### src/rtl/bps_pkg.sv
// Shared types, constants and tables for the ballistic pitch solver.
// Depends on nothing; every other file of the block imports it.
`default_nettype none

package bps_pkg;

   // Field and datapath widths.
   localparam int POS_W         = 24;
   localparam int SPEED_W       = 16;
   localparam int ANGLE_W       = 18;
   localparam int RAD_W         = 48;
   localparam int TERM_W        = 59;
   localparam int SQ_RAD_W      = 58;
   localparam int SQ_ROOT_W     = 29;
   localparam int CORDIC_STAGES = 20;
   localparam int CSR_INDEX_W   = 2;
   localparam int QUEUE_DEPTH   = 4;
   localparam int QUEUE_PTR_W   = 2;

   // Register indexes of the configuration port.
   localparam logic [CSR_INDEX_W-1:0] CSR_SPEED   = 2'd0;
   localparam logic [CSR_INDEX_W-1:0] CSR_GRAVITY = 2'd1;
   localparam logic [CSR_INDEX_W-1:0] CSR_MODE    = 2'd2;

   // Register reset values.
   localparam logic [SPEED_W-1:0] SPEED_RESET   = 16'd3840;
   localparam logic [SPEED_W-1:0] GRAVITY_RESET = 16'd2511;

   // Output angle constants in Q2.16 radians and table-mode constants.
   localparam logic signed [33:0] PITCH_HALF_PI    = 34'sd102944;
   localparam logic [ANGLE_W-1:0] PITCH_QUARTER_PI = 18'd51472;
   localparam logic [24:0]        RAD_PER_DEG_Q30  = 25'd18740330;
   localparam logic [POS_W-1:0]   DIST_LO          = 24'd327680;
   localparam logic [POS_W-1:0]   DIST_HI          = 24'd983040;

   typedef enum logic [1:0] {
      STATUS_SOLVED   = 2'd0,
      STATUS_RANGE    = 2'd1,
      STATUS_VERTICAL = 2'd2
   } status_type;

   typedef struct packed {
      logic [SPEED_W-1:0] speed;
      logic [SPEED_W-1:0] gravity;
      logic               analytic;
   } cfg_type;

   // One classified transaction handed from the front to the back.
   typedef struct packed {
      logic [RAD_W-1:0]         rad;
      logic signed [TERM_W-1:0] term;
      logic [31:0]              v2;
      logic [SPEED_W-1:0]       gravity;
      logic                     y_le0;
      logic                     analytic;
   } entry_type;

   // Arctangent of 2^-i in Q30 radians.
   function automatic logic signed [32:0] atan_q30(input int idx);
      case (idx)
         0:  return 33'sd843314857;
         1:  return 33'sd497837829;
         2:  return 33'sd263043837;
         3:  return 33'sd133525159;
         4:  return 33'sd67021687;
         5:  return 33'sd33543516;
         6:  return 33'sd16775851;
         7:  return 33'sd8388437;
         8:  return 33'sd4194283;
         9:  return 33'sd2097149;
         10: return 33'sd1048576;
         11: return 33'sd524288;
         12: return 33'sd262144;
         13: return 33'sd131072;
         14: return 33'sd65536;
         15: return 33'sd32768;
         16: return 33'sd16384;
         17: return 33'sd8192;
         18: return 33'sd4096;
         19: return 33'sd2048;
         20: return 33'sd1024;
         21: return 33'sd512;
         22: return 33'sd256;
         23: return 33'sd128;
         24: return 33'sd64;
         25: return 33'sd32;
         26: return 33'sd16;
         27: return 33'sd8;
         28: return 33'sd4;
         29: return 33'sd2;
         30: return 33'sd1;
         default: return 33'sd0;
      endcase
   endfunction

endpackage

`default_nettype wire

### src/rtl/bps_queue.sv
// Short flop queue that decouples the front from the back.
// Depends on bps_pkg for the entry type and depth.
`default_nettype none

module bps_queue (
   input  logic                clock,
   input  logic                reset,
   input  logic                push,
   input  bps_pkg::entry_type  push_data,
   output logic                full,
   input  logic                pop,
   output bps_pkg::entry_type  head,
   output logic                nonempty
);
   import bps_pkg::*;

   entry_type              slot_ff [QUEUE_DEPTH];
   logic [QUEUE_PTR_W-1:0] wr_ptr_ff, rd_ptr_ff;
   logic [QUEUE_PTR_W:0]   count_ff;

   assign full     = (count_ff == (QUEUE_PTR_W+1)'(QUEUE_DEPTH));
   assign nonempty = (count_ff != '0);
   assign head     = slot_ff[rd_ptr_ff];

   // Pointer and fill tracking.
   always_ff @(posedge clock) begin
      if (reset) begin
         wr_ptr_ff <= '0;
         rd_ptr_ff <= '0;
         count_ff  <= '0;
      end else begin
         if (push) begin
            wr_ptr_ff <= wr_ptr_ff + 1'b1;
         end
         if (pop) begin
            rd_ptr_ff <= rd_ptr_ff + 1'b1;
         end
         if (push && !pop) begin
            count_ff <= count_ff + 1'b1;
         end else if (pop && !push) begin
            count_ff <= count_ff - 1'b1;
         end
      end
   end

   // Entry storage.
   always_ff @(posedge clock) begin
      if (push) begin
         slot_ff[wr_ptr_ff] <= push_data;
      end
   end

endmodule

`default_nettype wire

### config.mk
export PLATFORM = sky130hd
export DESIGN_NAME = bps_queue
export DESIGN_NICKNAME = d
export VERILOG_FILES = /design/src/rtl/bps_pkg.sv /design/src/rtl/bps_queue.sv
export SDC_FILE = /design/constraint.sdc
export NUM_CORES = 1
export LEC_CHECK = 0
export BUFFER_PORTS_ARGS = -buffer_cell sky130_fd_sc_hd__buf_2
export CAP_MARGIN = 20
export CORE_MARGIN = 2
export CORE_UTILIZATION = 61
export CTS_CLUSTER_DIAMETER = 120
export DETAILED_ROUTE_END_ITERATION = 16
export GPL_ROUTABILITY_DRIVEN = 1
export PLACE_DENSITY = 0.84
export REMOVE_ABC_BUFFERS = 1
export SLEW_MARGIN = 30
export SYNTH_ARGS = -nofsm -noshare
export SYNTH_HDL_FRONTEND = slang
export SYNTH_SLANG_ARGS = --single-unit
### constraint.sdc
create_clock -name clock -period 8.3 [get_ports clock]
set_input_delay 1.66 -clock clock [delete_from_list [all_inputs] [get_ports clock]]
set_output_delay 1.66 -clock clock [all_outputs]
set_load 0.01 [all_outputs]
==> results of run 1 <==
## metal layers
layer,track usage [%],vias to the layer above,part of all wire (%)
met3,6.748,87,9.0
met4,7.850,18,2.6
met5,0,-,0.28
met2,36.00,467,51
met1,30.10,5370,38
li1,-,4470,-
## sequential cells by signal (all words and copies together) (netlist names), named ones only
register   cells
slot_ff      628
wr_ptr_ff      2
rd_ptr_ff      2
count_ff       3
## cells by family (layout without fill, tap and decap cells)
logic type      after synthesis  count (layout)  share of synthesized area (%)
compound gates                2               2                        0.04311
xor+xnor                      5               5                         0.1888
fa+ha+maj                     6               6                         0.3560
buf+inv                      40             444                          1.688
flops                       637             637                          82.07
mux                         159             159                          15.33
other cells                   0               7                              0
simple gates                 15              15                         0.3236
## cell usage after synthesis, drive strengths merged
cell type / count / area share (%)
inv: 4 / 0.065
xnor2: 2 / 0.076
xor2: 3 / 0.11
mux4: 157 / 15
clkbuf: 2 / 0.032
buf: 34 / 1.6
a21oi: 1 / 0.022
ha: 5 / 0.27
and2: 4 / 0.11
mux2i: 2 / 0.086
nor2: 7 / 0.11
nand2: 1 / 0.016
dfxtp: 9 / 0.78
o21ai: 1 / 0.022
nor3b: 1 / 0.032
edfxtp: 628 / 81
or3: 2 / 0.054
fa: 1 / 0.086
## layout make-up
class,count,share of cell area (%)
repair buffers,335,6.596
well taps,511,2.352
flip-flops and latches,637,70.07
diodes,7,0.06444
clock buffers,74,6.016
multi-input cells,187,13.90
inverters,4,0.05524
clock inverters,31,0.9483
## worst max-delay path by stage
| stage | slack (ns) | cells after the start | endpoint |
|---|---|---|---|
| 5_1_grt | 2.97 | 4 | head[96] |
| 3_3_place_gp | 3.82 | 4 | head[6] |
| 2_1_floorplan | -0.57 | 1 | head[0] |
| 3_5_place_dp | 3.76 | 4 | head[96] |
| 6_report | 3.25 | 4 | head[96] |
| 4_1_cts | 3.11 | 4 | head[96] |
## stage by stage
step,std cells,util (%),setup TNS [ns],power [mW],area (µm²)
finish,1786,72.33,0,7.016,27180
global route,1784,72.32,0,7.228,27180
CTS,1778,72.19,0,7.071,27130
detailed placement,1673,67.16,0,4.476,25240
global placement,1671,67.02,0,4.447,25180
floorplan,828,-,-88.79,4.240,22820
## where the power goes
| group | leakage [nW] | switching (mW) | internal, mW |
|---|---|---|---|
| Sequential | 5.84 | 0.0535 | 3.70 |
| Clock | 0.923 | 1.10 | 1.51 |
| Combinational | 2.35 | 0.357 | 0.298 |
| Total | 9.12 | 1.51 | 5.50 |
## critical path, cell delays in order (launching register included)
cell,delay [ns]
dfxtp_4,0.76
buf_4,0.52
buf_4,0.65
mux4_2,0.61
buf_2,0.17
==> flow_summary_export.csv, run 1 <==
group,metric,value,unit
outcome,status,"completed",
sta,hold_violations,0,
finish,nets,1391,
routing,route.detailed.drc,0,
floorplanning,start_util,61.73,%
finish,final_common_cell,"edfxtp_1",
finish,multi_input_area,3777,µm²
sta,hold_ws,0.5326,ns
synthesis,syn_area,23200,µm²
clock_network,cts_buffers,59,
worst_setup_path,cp_data_arrival_time,3.39,ns
routing,ant_nets,0,
routing,wl,44.58,mm
sta,worstMarginPinSlew,0.9453,ns
worst_setup_path,critPathKind,"reg -> out",
clock_network,cts_resized,0,
floorplanning,io-pin-count,320,
floorplanning,num_rows,71,
sta,setup_viol,0,
worst_setup_path,start_kind,"register",
clock_network,clk-insertion-delay-late,0.60,ns
power_and_ir_drop,ir_drop,327.0,µV
routing,vias_per_cell,5.830,
clock_network,clk_pin_slew,0.06,ns
hold_path,worstHoldStart,"rd_ptr_ff[1]",
floorplanning,core,37580,µm²
finish,mostFrequentLayoutCells,"628 x edfxtp_1, 319 x buf_2, 157 x mux4_2",
routing,wire_per_inst,24.96,µm
grt,grt_pass1_wl,64.89,mm
finish,fill_cells,2068,
worst_setup_path,reg2reg_from,"wr_ptr_ff[0]",
synthesis,synthDistinctLibCells,22,
job,drv_cap,0,
placement,place_congestion,0.7419,
grt,grt.overflow.total,0,
floorplanning,dieWidth,199.0,µm
clock_network,root_buffer,"clkbuf_16",
routing,dr.pass1.iters,5,
worst_setup_path,r2r_cells,4,
finish,regArea,19050,µm²
grt,antenna_found_initial,16,
power_and_ir_drop,cellLeakagePower,9.119,nW
clock_network,cts_max_path_buffers,3,
sta,finalCritPeriodShare,60.79,%
finish,drive_gt1_share,46.06,%
clock_network,hold_buffers,0,
floorplanning,dieArea,39610,µm²
sta,slew_headroom,36.98,%
routing,via_count,10412,
sta,rsz0062_at_grt,"no",
sta,fmax,198.2,MHz
synthesis,synth-seq-cells,637,
grt,grt_pass1_vias,10660,
placement,port_buffers,319,
sta,skew,0.02876,ns
hold_path,hp-class,"reg -> reg",
sta,fin_ws,3.254,ns
sta,slew_viol_final,0,
finish,areaGrowthSynthToFinish,17.17,%
routing,drtIter0Drc,756,
hold_path,holdPathStages,2,
clock_network,cts_tree,"yes",
clock_network,cts_htree_levels,2,
clock_network,cts_setup_buffers,0,
synthesis,syn-instance-count,864,
placement,hpwl,25.84,mm
worst_setup_path,reg2reg_to,"slot_ff[0][67]",
grt,grt_max_degree,72,
worst_setup_path,timing.critical_path.to_type,"output pin",
sta,min_period,5.046,ns
worst_setup_path,cp_data_required_time,6.64,ns
synthesis,yosysSeqAreaShare,82.07,%
grt,grt_usage,22.52,%
worst_setup_path,reg2reg_slack,5.92,ns
clock_network,clkSinkCount,637,
floorplanning,chipHeight,199.0,µm
synthesis,ys_warn_count,0,
power_and_ir_drop,power_density,258.1,nW/µm²
placement,dp_slack,3.759,ns
worst_setup_path,path_max_fanout,35,
synthesis,syn_area_per_cell,26.85,µm²
No activity file was read; power rests on OpenSTA's default activity.
==> run 2: changes to the inputs <==
- ABC_AREA: default -> 1
- CORE_UTILIZATION: 61 -> 52
- PLACE_DENSITY: 0.84 -> 0.76
- clock period: 8.3 -> 4.1 ns (I/O delays scaled with it)
==> run 2 against run 1 <==
Net effect:
- first-iteration DRC count rose by 62%
- synthesized area rose by 2.3%
- combinational power rose by 97%
==> flow_summary_export.csv, run 2 <==
group,metric,value,unit
placement,dpl.cell_count,2414,
finish,fin_cells,2541,
finish,nets,2049,
finish,largest_register,"slot_ff",
routing,drtIter0Drc,1228,
job,drv_cap,0,
routing,wire_per_inst,20.71,µm
outcome,status,"completed",
sta,slew_headroom,42.04,%
worst_setup_path,reg2reg_slack,2.01,ns
floorplanning,io-pin-count,320,
worst_setup_path,reg2reg_from,"wr_ptr_ff[0]",
hold_path,hold-path-endpoint,"count_ff[0]",
sta,worstMarginPinSlew,0.8694,ns
power_and_ir_drop,power_density,523.8,nW/µm²
worst_setup_path,reg2reg_to,"slot_ff[0][89]",
sta,min_period,3.259,ns
finish,drive_gt1_share,22.66,%
finish,fin_util,61.78,%
sta,setup_viol,0,
synthesis,netlist.area_leader.share,79.49,%
worst_setup_path,start_kind,"register",
sta,slew_viol_final,0,
routing,ant_nets,0,
sta,finalCritPeriodShare,79.50,%
hold_path,holdPathStages,2,
placement,port_buffers,319,
routing,route.detailed.drc,0,
worst_setup_path,cp_data_required_time,3.28,ns
clock_network,cts_setup_buffers,0,
synthesis,yosysSeqAreaShare,80.24,%
floorplanning,dieWidth,217.6,µm
sta,skew,0.01910,ns
clock_network,cts_htree_levels,3,
finish,fill_cells,3208,
synthesis,synth.most_common_cell,"edfxtp_1",
floorplanning,chipHeight,217.6,µm
clock_network,clk-insertion-delay-late,0.58,ns
finish,areaGrowthSynthToFinish,17.66,%
power_and_ir_drop,ir_drop,478.7,µV
floorplanning,start_util,52.51,%
worst_setup_path,r2r_cells,5,
synthesis,syn_area,23730,µm²
finish,largest_reg_flops,628,
sta,fmax,306.8,MHz
clock_network,cts_tree,"yes",
floorplanning,dieArea,47350,µm²
finish,top_regs,"slot_ff x628, count_ff x3",
hold_path,hp-class,"in -> reg",
clock_network,clkSinkCount,637,
synthesis,synth_ff_type,"edfxtp_1",
clock_network,root_buffer,"clkbuf_16",
sta,rsz0062_at_grt,"no",
clock_network,cts_max_path_buffers,3,
placement,dp_slack,1.443,ns
floorplanning,core,45190,µm²
synthesis,synth_commonest_cells,"628 x edfxtp_1, 321 x nor2_1, 281 x o21ai_0",
routing,vias_per_cell,5.683,
grt,grt_pass1_vias,14366,
synthesis,synth-async-reset-ratio,0,%
floorplanning,num_rows,78,
synthesis,ys_warn_count,0,
clock_network,cts_buffers,66,
worst_setup_path,path_max_fanout,104,
synthesis,synth.area.top_cells,"edfxtp_1 79%, o21ai_0 5.9%, nor2_1 5.1%, o22ai_1 4.1%, buf_6 1.4%",
synthesis,synth_top_cell_by_area,"edfxtp_1",
sta,hold_ws,0.4042,ns
clock_network,hold_buffers,0,
placement,hpwl,29.11,mm
grt,antenna_found_initial,8,
finish,final_common_cell,"edfxtp_1",
synthesis,syn-instance-count,1577,
grt,grt.overflow.total,0,
sta,hold_violations,0,
grt,grt_pass1_wl,79.67,mm
power_and_ir_drop,power,14.62,mW
hold_path,worstHoldStart,"reset",
clock_network,clk_pin_slew,0.06,ns
grt,grt_usage,21.95,%
routing,dr.pass1.iters,5,
worst_setup_path,critPathKind,"reg -> out",
routing,via_count,14440,
routing,wl,52.62,mm
worst_setup_path,cp_data_arrival_time,2.44,ns
finish,mostFrequentLayoutCells,"628 x edfxtp_1, 321 x nor2_1, 319 x buf_2",
power_and_ir_drop,cellLeakagePower,9.693,nW
synthesis,synthDistinctLibCells,24,
synthesis,syn_area_per_cell,15.04,µm²
clock_network,cts_resized,0,
sta,fin_ws,0.8405,ns
synthesis,synth_edf_count,628,
worst_setup_path,timing.critical_path.to_type,"output pin",
synthesis,synth-seq-cells,637,
grt,grt_max_degree,195,
placement,place_congestion,0.7673,
==> run 2: area by class of cell <==
| class | count | area [µm²] | area share [%] |
|---|---|---|---|
| Sequential cell | 637 | 19050 | 68.23 |
| Antenna cell | 8 | 20.02 | 0.07171 |
| Timing Repair Buffer | 340 | 1929 | 6.911 |
| Tap cell | 600 | 750.7 | 2.689 |
| Clock inverter | 28 | 237.7 | 0.8516 |
| Inverter | 17 | 93.84 | 0.3362 |
| Clock buffer | 91 | 1894 | 6.786 |
| Multi-Input combinational cell | 820 | 3944 | 14.13 |
==> run 2: per-stage QoR <==
| step | setup TNS (ns) | area, µm² |
|---|---|---|
| floorplan | -819.23 | 23050 |
| global placement | 0 | 25760 |
| detailed placement | 0 | 25760 |
| CTS | 0 | 27900 |
| global route | 0 | 27900 |
| finish | 0 | 27920 |
==> run 2: power by group <==
part | switching, mW | leakage [nW] | internal (mW)
clock | 2.33 | 1.03 | 3.48
sequential | 0.0648 | 5.84 | 7.45
combinational | 0.876 | 2.81 | 0.414
==> run 2: critical path, cell delays in order (launching register included) <==
cell     delay, ns
dfxtp_4       0.38
inv_8         0.44
buf_12        0.38
o21ai_0       0.14
o22ai_1       0.24
buf_2         0.19
==> run 2: metal layers <==
metal / vias up / routed length (µm) / global-route usage (%)
met3: 93 / 4238 / 5.774
met1: 7199 / 21600 / 29.04
met4: 8 / 1043 / 6.758
met5: - / 48 / 0
li1: 6602 / - / -
met2: 538 / 25690 / 35.86
==> run 2: how the worst max path moves through the flow <==
stage / startpoint / endpoint / slack, ns
after floorplan: register / head[0] / -4.10
after global placement: register / head[46] / 1.48
after detailed placement: register / head[0] / 1.44
after CTS: register / head[0] / 0.75
after global routing: register / head[0] / 0.67
final: register / head[0] / 0.84
==> run 2: logic make-up after synthesis <==
family          count (synthesis)  synth area share, %
flops                         637                80.24
buf+inv                       120                3.132
xor+xnor                        1              0.03692
compound gates                479                10.93
simple gates                  334                5.305
fa+ha+maj                       6               0.3481
